$ cat src/sv/tgarle_pkg.sv
// shared types, constants and register codes for the tga run-length pixel decoder
// no dependencies; compiled first
package tgarle_pkg;

  localparam int MAP_ENTRIES_DEF = 256;

  localparam int CFG_IDX_W  = 3;
  localparam int CFG_DATA_W = 16;

  // configuration register indexes
  typedef enum logic [CFG_IDX_W-1:0] {
    REG_IMAGE_KIND  = 3'd0,
    REG_RLE_ON      = 3'd1,
    REG_PIXEL_BYTES = 3'd2,
    REG_MAP_START   = 3'd3,
    REG_MAP_DEPTH   = 3'd4
  } cfg_reg_t;

  // image kinds
  localparam logic [1:0] KIND_CMAP = 2'd0;
  localparam logic [1:0] KIND_TRUE = 2'd1;
  localparam logic [1:0] KIND_GREY = 2'd2;

  // colour map entry formats
  localparam logic [1:0] DEPTH_15 = 2'd0;
  localparam logic [1:0] DEPTH_16 = 2'd1;
  localparam logic [1:0] DEPTH_24 = 2'd2;
  localparam logic [1:0] DEPTH_32 = 2'd3;

  localparam logic [31:0] ALPHA_OPAQUE = 32'hff00_0000;
  localparam logic [15:0] MASK_RED     = 16'h7c00;
  localparam logic [15:0] MASK_GREEN   = 16'h03e0;
  localparam logic [15:0] MASK_BLUE    = 16'h001f;
  localparam logic [15:0] MASK_ATTR    = 16'h8000;

  // completed pixel from the byte assembler
  typedef struct packed {
    logic        done;
    logic [31:0] pix;
    logic [7:0]  rep;
  } asm_t;

endpackage

$ cat src/sv/tgarle_assemble.sv
// packet header parsing and pixel byte assembly for the tga run-length decoder
// depends on tgarle_pkg
module tgarle_assemble (
  input  logic              clk,
  input  logic              rst,
  input  logic              take,
  input  logic [7:0]        data_byte,
  input  logic              rle_on,
  input  logic [2:0]        pixel_bytes,
  output tgarle_pkg::asm_t  res
);
  import tgarle_pkg::*;

  logic [7:0]  packet_left, packet_left_next;
  logic        packet_is_run, packet_is_run_next;
  logic [1:0]  byte_position, byte_position_next;
  logic [23:0] partial_pixel, partial_pixel_next;
  logic [2:0]  size;
  logic        header;

  always_comb begin
    case (pixel_bytes)
      3'd0:    size = 3'd1;
      3'd1,
      3'd2,
      3'd3,
      3'd4:    size = pixel_bytes;
      default: size = 3'd4;
    endcase
  end

  assign header = rle_on && (packet_left == 8'd0) && (byte_position == 2'd0);

  always_comb begin
    packet_left_next   = packet_left;
    packet_is_run_next = packet_is_run;
    byte_position_next = byte_position;
    partial_pixel_next = partial_pixel;
    res.done = 1'b0;
    res.rep  = 8'd1;
    case (size)
      3'd1:    res.pix = {24'd0, data_byte};
      3'd2:    res.pix = {16'd0, data_byte, partial_pixel[7:0]};
      3'd3:    res.pix = ALPHA_OPAQUE | {8'd0, partial_pixel[15:0], data_byte};
      default: res.pix = {data_byte, partial_pixel};
    endcase
    if (header) begin
      packet_is_run_next = data_byte[7];
      packet_left_next   = data_byte[7] ? (data_byte - 8'd127) : (data_byte + 8'd1);
    end else if ({1'b0, byte_position} + 3'd1 < size) begin
      partial_pixel_next = {partial_pixel[15:0], data_byte};
      byte_position_next = byte_position + 2'd1;
    end else begin
      res.done           = 1'b1;
      byte_position_next = 2'd0;
      partial_pixel_next = 24'd0;
      if (rle_on && packet_left != 8'd0) begin
        if (packet_is_run) begin
          res.rep          = packet_left;
          packet_left_next = 8'd0;
        end else begin
          packet_left_next = packet_left - 8'd1;
        end
      end
    end
    if (!take) begin
      res.done = 1'b0;
    end
  end

  always_ff @(posedge clk) begin
    if (rst) begin
      packet_left   <= 8'd0;
      packet_is_run <= 1'b0;
      byte_position <= 2'd0;
      partial_pixel <= 24'd0;
    end else if (take) begin
      packet_left   <= packet_left_next;
      packet_is_run <= packet_is_run_next;
      byte_position <= byte_position_next;
      partial_pixel <= partial_pixel_next;
    end
  end

endmodule

$ cat config.mk
export PLATFORM = sky130hd
export DESIGN_NAME = tgarle_assemble
export DESIGN_NICKNAME = d
export VERILOG_FILES = /design/src/sv/tgarle_pkg.sv /design/src/sv/tgarle_assemble.sv
export SDC_FILE = /design/constraint.sdc
export NUM_CORES = 1
export LEC_CHECK = 0
export BUFFER_PORTS_ARGS = -buffer_cell sky130_fd_sc_hd__buf_2
export CORE_UTILIZATION = 45
export CTS_CLUSTER_DIAMETER = 120
export DETAILED_ROUTE_END_ITERATION = 6
export PLACE_DENSITY = 0.69
export SLEW_MARGIN = 25
export SYNTH_ARGS = -nofsm -noshare
export SYNTH_HDL_FRONTEND = slang
export SYNTH_SLANG_ARGS = --single-unit
$ cat constraint.sdc
create_clock -name clk -period 3.91 [get_ports clk]
set_input_delay 0.391 -clock clk [delete_from_list [all_inputs] [get_ports clk]]
set_output_delay 0.391 -clock clk [all_outputs]
set_load 0.05 [all_outputs]
==> results of run 1 <==
-- flip-flops by register name, indices dropped and copies added (netlist names) --
signal,cells
packet_left,8
byte_position,2
packet_is_run,1
partial_pixel,24
-- worst paths after layout --
check,startpoint,endpoint,slack [ps],depth (start not counted)
worst max-delay path,pixel_bytes[2],res[7],840,10
worst min-delay path,data_byte[7],partial_pixel[7],410,3
worst max register to register,byte_position[0],packet_left[1],1250,9
worst min register to register,partial_pixel[23],partial_pixel[23],460,2
-- cell type report --
cell class                      count  area (um2)
Clock buffer                        7       96.34
Clock inverter                      1       7.507
Fill cell                         490        2126
Inverter                            8       30.03
Multi-Input combinational cell    230        1405
Sequential cell                    35       700.7
Tap cell                           67       83.83
Timing Repair Buffer               59       305.3
-- layout by cell type (no fill, tap or decap), drive strengths merged, types with 8 or more instances in the layout --
cell type	count
mux2i	10
o21ai	10
inv	8
dfxtp	35
a22o	8
nor2	20
a21oi	28
nand3	30
buf	59
nand2	58
mux2	9
-- logic make-up after synthesis --
family | Yosys count | synth area share
AOI/OAI and AO/OA | 62 | 0.1931
xor gates and xnor gates | 8 | 0.03125
adders and majority gates | 6 | 0.03348
buffers and inverters | 32 | 0.06082
DFF | 35 | 0.3125
muxes | 19 | 0.08985
and+or+nand+nor | 135 | 0.2790
-- metrics by stage --
step	setup slack (ps)	hold slack (ps)	cells	util	total power, mW
after floorplan	618.2	432.2	297	-	1.161
after CTS	841.5	399.0	407	0.5529	1.623
after global placement	890.9	439.3	399	0.5311	1.311
final	839.1	409.8	407	0.5529	1.617
after detailed placement	816.8	448.3	399	0.5311	1.318
after global routing	646.4	426.7	407	0.5529	1.731
-- Yosys cell counts, drive strengths merged, types with 2 or more instances --
cell type | number | area, um2
or3 | 2 | 12.51
dfxtp | 35 | 700.7
nand2 | 58 | 217.7
nor2 | 20 | 75.07
o21ai | 10 | 50.04
a21oi | 28 | 140.1
clkbuf | 15 | 56.30
or4 | 3 | 26.27
a22oi | 2 | 15.01
and2 | 4 | 25.02
xnor2 | 3 | 26.28
a22o | 8 | 70.07
mux2 | 9 | 101.4
nand3 | 30 | 150.1
a211oi | 5 | 47.54
nor3 | 6 | 35.03
mux2i | 10 | 100.1
or3b | 2 | 20.02
inv | 8 | 30.03
nor2b | 4 | 25.02
xor2 | 5 | 43.79
nand2b | 2 | 12.51
o31ai | 2 | 28.78
buf | 9 | 50.04
ha | 6 | 75.07
-- where the power goes --
part           internal (mW)  switching [mW]
logic                  0.303           0.538
registers              0.413          0.0634
clock network          0.160           0.139
-- tightest hold or removal path, cell delays in order --
cell	delay (ps)
buf_2	140
nand3_1	70
a21oi_1	60
-- per-layer routing --
| layer | part of all wire | vias to the layer above |
|---|---|---|
| met5 | 0 | - |
| met4 | 0.013 | 0 |
| met3 | 0.050 | 8 |
| met2 | 0.48 | 59 |
| met1 | 0.46 | 1041 |
| li1 | - | 1112 |
==> run_results.csv, run 1 <==
group,metric,value,unit
global_routing,overflow,0,
flow_run,drv_cap,0,
sta,finClkSkew,12.79,ps
yosys,synth_area,2242,um2
clock_network,cts_resized,0,
layout,fin_nets,360,
global_routing,grt_pass1_wl,9687,um
yosys,synth_edf_count,0,
worst_setup_path,cp_slowest_cell,"buf_2",
detailed_routing,vias,2220,
floorplanning,die_h,72.59,um
global_routing,grt_util_met2,0.3853,
worst_setup_path,path_cells,"buf_2 -> inv_1 -> nand2_1 -> ha_1 -> o21a_1 -> o32ai_4 -> or2_2 -> nor2_1 -> and2_1 -> buf_2",
sta,grt_setup_unrepaired,"false",
worst_setup_path,crit_type,"in -> out",
floorplanning,rows,25,
global_routing,grt_pass1_vias,2007,
worst_setup_path,max_stage_delay,400,ps
yosys,ys_ff_latch,35,
floorplanning,die_w,72.59,um
global_routing,gr-usage-met3,0.04696,
clock_network,cts_buffer_depth,2,
sta,hold_viol_final,0,
worst_setup_path,start_kind,"input pin",
pwr,power.leakage,1.139,nW
sta,finalSetupTns,0,ps
clock_network,cts_setup_buffers,0,
layout,drive_above_1_share,0.2471,
detailed_routing,drt_iter0_drc,165,
worst_setup_path,path_delay_family,"simple AND/OR/NAND/NOR gates",
yosys,yosysUniqueCellTypes,44,
yosys,ys_seq_area_frac,0.3125,
detailed_routing,vias_per_cell,5.455,
sta,min_period,3071,ps
layout,area_growth,17.24,%
clock_network,cts_htree_levels,2,
worst_setup_path,worst-path-max-fanout,26,
worst_setup_path,cp_data_arrival_time,2680,ps
clock_network,cts_tree,"done",
detailed_routing,first_pass_iters,4,
global_routing,busiest_layer,"met2",
yosys,ys_warn_count,0,
sta,period_share,0.7854,
worst_setup_path,end_kind,"output pin",
worst_setup_path,crit_buf_inv,3,
yosys,synth_cells,297,
sta,relSlewSlack,0.4958,
placed_design,placed_cell_area,2525,um2
clock_network,cts_buffers,5,
placed_design,dpl.hpwl,4147,um
sta,max_slew.worst_pin.slew,756.4,ps
clock_network,numClockSinks,35,
pwr,ir_worst_vdd,0.2338,mV
layout,finish.instance_area,2629,um2
global_routing,antenna_found_initial,0,
yosys,synth_area_per_cell,7.549,um2
yosys,ys_async_sr_fraction,0,
worst_setup_path,crit_top_cell,"buf_2",
layout,num_antenna_cells,0,
global_routing,grt_max_degree,38,
clock_network,ctsHoldBuffers,0,
detailed_routing,wl_per_cell,14.63,um
clock_network,worstSkewPairLatency,300,ps
sta,setup_viol,0,
global_routing,grt_use_met1,0.3208,
pwr,power_density,615.2,nW/um2
yosys,ys.flop_type,"dfxtp_1",
floorplanning,core_area,4755,um2
placed_design,portBuffers,55,
sta,final_max_slew_viol_count,0,
floorplanning,ios,56,
yosys,syn_nets,318,
detailed_routing,wl,5955,um
placed_design,place.gp.congestion,0.8274,
min_path,hp-class,"in -> reg",
floorplanning,dieArea,5269,um2
clock_network,cts_root_buf,"clkbuf_8",
outcome,status,"complete, no violations",
sta,max_freq,0.3256,GHz
floorplanning,initial_core_util,0.4716,
global_routing,grt_usage,0.2391,
worst_setup_path,worstPathRequired,3520,ps
detailed_routing,drtAntennaViolNets,0,
detailed_routing,drc,0,
clock_network,clk_pin_slew,70,ps
Note: power is estimated with default switching activity, not from simulation.
==> inputs of run 2 (changes only) <==
--- a/config.mk
+++ b/config.mk
@@ -9,7 +9,7 @@
 export CORE_UTILIZATION = 45
 export CTS_CLUSTER_DIAMETER = 120
 export DETAILED_ROUTE_END_ITERATION = 6
-export PLACE_DENSITY = 0.69
+export PLACE_DENSITY = 0.72
 export SLEW_MARGIN = 25
 export SYNTH_ARGS = -nofsm -noshare
 export SYNTH_HDL_FRONTEND = slang
==> constraint.sdc (replaced) <==
create_clock -name clk -period 2.55 [get_ports clk]
set_input_delay 0.255 -clock clk [delete_from_list [all_inputs] [get_ports clk]]
set_output_delay 0.255 -clock clk [all_outputs]
set_load 0.05 [all_outputs]
==> run 2 against run 1 <==
Net effect:
- via count up 4.7%
- wire length grew 4.1%
- critical path depth shrank 1
- clock-buffer cell count shrank 2
- sequential share of layout area is 2.3 points lower
- cell count up 3.2%
- power grew 62%
- critical endpoint unchanged
- largest power group unchanged
==> run_results.csv, run 2 (synthesis results as in run 1) <==
group,metric,value,unit
sta,relSlewSlack,0.5224,
layout,layout_commonest_cell,"nand2_1",
min_path,hp-class,"in -> reg",
worst_setup_path,cp_data_arrival_time,2250,ps
pwr,power_density,909.6,nW/um2
worst_setup_path,worstPathRequired,2300,ps
detailed_routing,wl,6202,um
sta,final_max_slew_viol_count,0,
layout,drive_above_1_share,0.3258,
global_routing,overflow,0,
global_routing,grt_max_degree,38,
global_routing,grt_pass1_wl,9867,um
floorplanning,ios,56,
worst_setup_path,worst-path-max-fanout,4,
detailed_routing,wl_per_cell,14.77,um
sta,min_period,2500,ps
pwr,p_switching,1.220,mW
layout,largest-register,"partial_pixel",
placed_design,portBuffers,55,
placed_design,place.gp.congestion,0.8014,
pwr,combPwrFrac,0.559,
floorplanning,core_area,4755,um2
detailed_routing,drc,0,
pwr,clockPowerShare,0.162,
placed_design,dpl.hpwl,4274,um
detailed_routing,first_pass_iters,4,
worst_setup_path,start_kind,"flop",
clock_network,clk_pin_slew,80,ps
worst_setup_path,crit_type,"reg -> out",
floorplanning,rows,25,
global_routing,grt_pass1_vias,2076,
sta,setup_viol,0,
clock_network,cts_htree_levels,2,
pwr,power.leakage,1.225,nW
pwr,power.share.sequential,0.279,
clock_network,cts_buffer_depth,2,
detailed_routing,vias_per_cell,5.536,
sta,finalSetupTns,0,ps
outcome,status,"complete, no violations",
pwr,switching_share,0.4646,
layout,utilization,0.6074,
sta,finClkSkew,5.708,ps
sta,grt_setup_unrepaired,"true",
sta,holdWs,272.7,ps
clock_network,cts_buffers,5,
floorplanning,die_h,72.59,um
pwr,ir_worst_vdd,0.4419,mV
detailed_routing,drtAntennaViolNets,0,
global_routing,antenna_found_initial,0,
clock_network,numClockSinks,35,
sta,period_share,0.9805,
clock_network,cts_root_buf,"clkbuf_8",
sta,max_slew.worst_pin.slew,716.5,ps
flow_run,drv_cap,0,
sta,max_freq,0.3999,GHz
layout,area_growth,28.79,%
floorplanning,initial_core_util,0.4716,
floorplanning,dieArea,5269,um2
pwr,internal-power,1.406,mW
layout,reg.largest.list,"partial_pixel (24), packet_left (8), byte_position (2)",
layout,largest_register_ffs,24,
worst_setup_path,end_kind,"output pin",
layout,final_cell_mix,"nand2_1, buf_2, dfxtp_1, nand3_1, a21oi_1",
layout,fin_nets,373,
layout,num_antenna_cells,0,
global_routing,grt_usage,0.2444,
sta,hold_viol_final,0,
clock_network,worstSkewPairLatency,300,ps
floorplanning,die_w,72.59,um
detailed_routing,vias,2325,
clock_network,cts_tree,"done",
detailed_routing,drt_iter0_drc,169,
-- run 2: cell types whose count changed in the layout (fill, tap and decap cells not counted), moves of 4 or more --
cell    previous run  this run
buf_2             55        47
ha_4               0         4
buf_4              4        17
buf_8              0         4
ha_1               6         2
and2_1             4         0
and2_4             0         4
buf_6              0         4
-- run 2: path summary, 6_finish.rpt --
check / cells after the start / startpoint / slack, ps / endpoint
max: 9 / byte_position[0] / 50 / res[7]
min: 3 / data_byte[7] / 270 / partial_pixel[7]
max reg2reg: 8 / packet_left[1] / 180 / packet_left[7]
min reg2reg: 2 / partial_pixel[22] / 460 / partial_pixel[22]
-- run 2: cell type report --
| class | instances | area [um2] |
|---|---|---|
| inverters | 8 | 30.03 |
| clock inverters | 3 | 23.77 |
| flip-flops and latches | 35 | 703.2 |
| multi-input cells | 230 | 1510 |
| clock buffers | 5 | 68.82 |
| repair buffers | 72 | 467.9 |
| fillers | 444 | 1867 |
| well taps | 67 | 83.83 |
-- run 2: layer usage --
layer / share of wire / vias to the layer above / GRT usage
met5: 0 / - / 0
met4: 0.012 / 0 / 0.07625
met3: 0.045 / 7 / 0.04282
met2: 0.50 / 67 / 0.4164
met1: 0.44 / 1110 / 0.3145
li1: - / 1141 / -
-- run 2: power by group through the flow --
stage	Combinational, mW	Sequential (mW)	Clock, mW
floorplan	1.08	0.706	0
global placement	1.35	0.740	0
detailed placement	1.35	0.742	0
CTS	1.42	0.728	0.434
global route	1.62	0.746	0.459
finish	1.47	0.732	0.427
-- run 2: per-stage QoR --
stage          setup WS, ps  power [mW]  instance area (um2)  std cells
3_3_place_gp          102.8       2.090                 2596        407
3_5_place_dp          22.65       2.095                 2596        407
6_report              49.64       2.627                 2888        420
5_1_grt              -20.85       2.821                 2888        420
4_1_cts               2.482       2.579                 2834        420
2_1_floorplan        -46.91       1.787                 2253        297
-- run 2: worst max-delay path, cell delays in order (launching register included) --
cell	delay, ps
dfxtp_2	330
buf_4	140
ha_4	150
ha_4	150
or3b_4	400
o32ai_4	230
or2_4	190
nor2_4	50
and2_4	160
buf_8	140
-- run 2: what timing repair did --
item / in CTS / in global routing
setup endpoints to repair: 9 / 9
resized for setup: 32 / 12
setup buffers: 5 / 0
hold buffers: 0 / 0
pin swaps: 9 / 6
endpoints found under the hold margin: 0 / 0
==> inputs of run 3 (changes only) <==
--- a/config.mk
+++ b/config.mk
@@ -10,6 +10,7 @@
 export CTS_CLUSTER_DIAMETER = 120
 export DETAILED_ROUTE_END_ITERATION = 6
 export PLACE_DENSITY = 0.72
+export RECOVER_POWER = 100
 export SLEW_MARGIN = 25
 export SYNTH_ARGS = -nofsm -noshare
 export SYNTH_HDL_FRONTEND = slang
==> constraint.sdc (replaced) <==
create_clock -name clk -period 2.55 [get_ports clk]
set_input_delay 0.1275 -clock clk [delete_from_list [all_inputs] [get_ports clk]]
set_output_delay 0.1275 -clock clk [all_outputs]
set_load 0.05 [all_outputs]
==> run 3 against run 2 <==
Net effect:
- combinational power is 3% lower
- critical path depth unchanged
- cell area down 5.0%
- sequential share of layout area is 1.3 points higher
- clock-buffer cell count stayed put
- power decreased by 2.5%
- wire length shrank 4.2%
- sequential power decreased by 0.7%
- sequential cell count unchanged
- setup slack improved by 50 ps
- fmax increased by 2.0%
- critical path type unchanged
- clock power is 2% lower
==> run_results.csv, run 3 (synthesis results as in run 1) <==
group,metric,value,unit
global_routing,grt_max_degree,38,
clock_network,cts_htree_levels,2,
detailed_routing,vias_per_cell,5.378,
worst_setup_path,r2r_start,"byte_position[0]",
worst_setup_path,r2r_end,"packet_left[4]",
outcome,status,"complete, no violations",
layout,final_cell_mix,"nand2_1, dfxtp_1, nand3_1, a21oi_1, clkbuf_1",
worst_setup_path,cp_data_arrival_time,2320,ps
detailed_routing,vias,2232,
detailed_routing,wl,5939,um
floorplanning,die_w,72.59,um
detailed_routing,drc,0,
sta,finClkSkew,10.87,ps
detailed_routing,drt_iter0_drc,132,
min_path,min_from,"data_byte[7]",
clock_network,cts_root_buf,"clkbuf_8",
floorplanning,die_h,72.59,um
floorplanning,core_area,4755,um2
floorplanning,initial_core_util,0.4716,
layout,largest-register,"partial_pixel",
global_routing,grt_pass1_wl,9846,um
sta,final_max_slew_viol_count,0,
sta,hold_viol_final,0,
global_routing,antenna_found_initial,0,
worst_setup_path,end_kind,"output pin",
worst_setup_path,path_delay_family,"simple AND/OR/NAND/NOR gates",
worst_setup_path,r2r_cells,9,
sta,min_period,2450,ps
flow_run,drv_cap,0,
layout,drive_above_1_share,0.2184,
sta,holdWs,145.6,ps
sta,finalSetupTns,0,ps
worst_setup_path,max_stage_delay,380,ps
global_routing,overflow,0,
layout,area_growth,22.38,%
detailed_routing,first_pass_iters,4,
sta,max_freq,0.4081,GHz
worst_setup_path,cp_slowest_cell,"or3b_4",
placed_design,place.gp.congestion,0.8576,
sta,grt_setup_unrepaired,"false",
min_path,hp-class,"in -> reg",
placed_design,portBuffers,55,
worst_setup_path,crit_type,"reg -> out",
sta,max_slew.worst_pin.slew,734.3,ps
pwr,power_density,933.8,nW/um2
worst_setup_path,path_cells,"buf_4 -> ha_2 -> ha_4 -> or3b_4 -> o32ai_4 -> or2_4 -> nor2_1 -> and2_1 -> buf_6",
min_path,hold_path_depth,3,
floorplanning,dieArea,5269,um2
detailed_routing,drtAntennaViolNets,0,
clock_network,cts_tree,"done",
min_path,min_to,"partial_pixel[7]",
clock_network,cts_buffer_depth,2,
layout,reg.largest.list,"partial_pixel (24), packet_left (8), byte_position (2)",
clock_network,cts_buffers,5,
clock_network,clk_pin_slew,80,ps
floorplanning,rows,25,
global_routing,grt_usage,0.2383,
worst_setup_path,worst-path-max-fanout,4,
layout,fin_nets,368,
global_routing,grt_pass1_vias,2110,
pwr,power.leakage,1.081,nW
clock_network,numClockSinks,35,
layout,layout_commonest_cell,"nand2_1",
detailed_routing,wl_per_cell,14.31,um
layout,num_antenna_cells,0,
clock_network,worstSkewPairLatency,290,ps
placed_design,placed_cell_area,2580,um2
layout,largest_register_ffs,24,
sta,period_share,0.9610,
layout,finish.instance_area,2744,um2
worst_setup_path,crit_buf_inv,2,
placed_design,dpl.hpwl,4135,um
worst_setup_path,rrSetupSlack,180,ps
worst_setup_path,start_kind,"flop",
floorplanning,ios,56,
sta,relSlewSlack,0.5105,
pwr,ir_worst_vdd,0.4245,mV
sta,setup_viol,0,
worst_setup_path,worstPathRequired,2420,ps
run 3: per-layer routing:
metal  wire length [um]  up-vias  global-route usage
li1                   -     1128                   -
met1               2629     1033              0.3027
met2               2953       67              0.4185
met3                306        4             0.04006
met4                 49        0             0.06100
met5                  0        -                   0
run 3: worst min-delay path: cells and delay by family:
kind,cells,cell delay [ps]
AND/OR/NAND/NOR,1,70
buffers and inverters,1,140
AO/OA/AOI/OAI,1,60
run 3: layout make-up:
| class | count | area [um2] |
|---|---|---|
| fillers | 488 | 2011 |
| clock inverters | 3 | 23.77 |
| inverters | 8 | 30.03 |
| multi-input cells | 230 | 1459 |
| clock buffers | 5 | 68.82 |
| repair buffers | 67 | 375.4 |
| well taps | 67 | 83.83 |
| flip-flops and latches | 35 | 703.2 |
run 3: where the power goes:
group / switching [mW] / leakage [nW] / total, mW / internal [mW]
clock: 0.224 / 0.0408 / 0.419 / 0.195
combinational: 0.864 / 0.755 / 1.42 / 0.551
sequential: 0.0931 / 0.285 / 0.727 / 0.634
run 3: worst max-delay path by stage:
stage	start	endpoint	slack, ps	cells after the start
6_report	byte_position[0]	res[5]	100	9
3_5_place_dp	byte_position[0]	res[5]	120	9
5_1_grt	packet_left[1]	res[5]	4	8
2_1_floorplan	byte_position[0]	res[0]	130	7
3_3_place_gp	byte_position[0]	res[40]	180	8
4_1_cts	byte_position[0]	res[5]	30	9
run 3: repair_timing:
item,4_1_cts,5_1_grt
gates cloned,0,0
resized for setup,16,6
pin swaps,2,3
buffers inserted,3,0
hold buffers,0,0
endpoints found under the setup margin,9,13
run 3: stage by stage:
stage / total power, mW / worst slack, ps / instances / utilization
2_1_floorplan: 1.784 / 131.8 / 297 / -
3_3_place_gp: 2.065 / 182.8 / 404 / 0.5426
3_5_place_dp: 2.079 / 118.4 / 404 / 0.5426
4_1_cts: 2.544 / 27.81 / 415 / 0.5782
5_1_grt: 2.741 / 4.421 / 415 / 0.5771
6_report: 2.562 / 99.54 / 415 / 0.5771
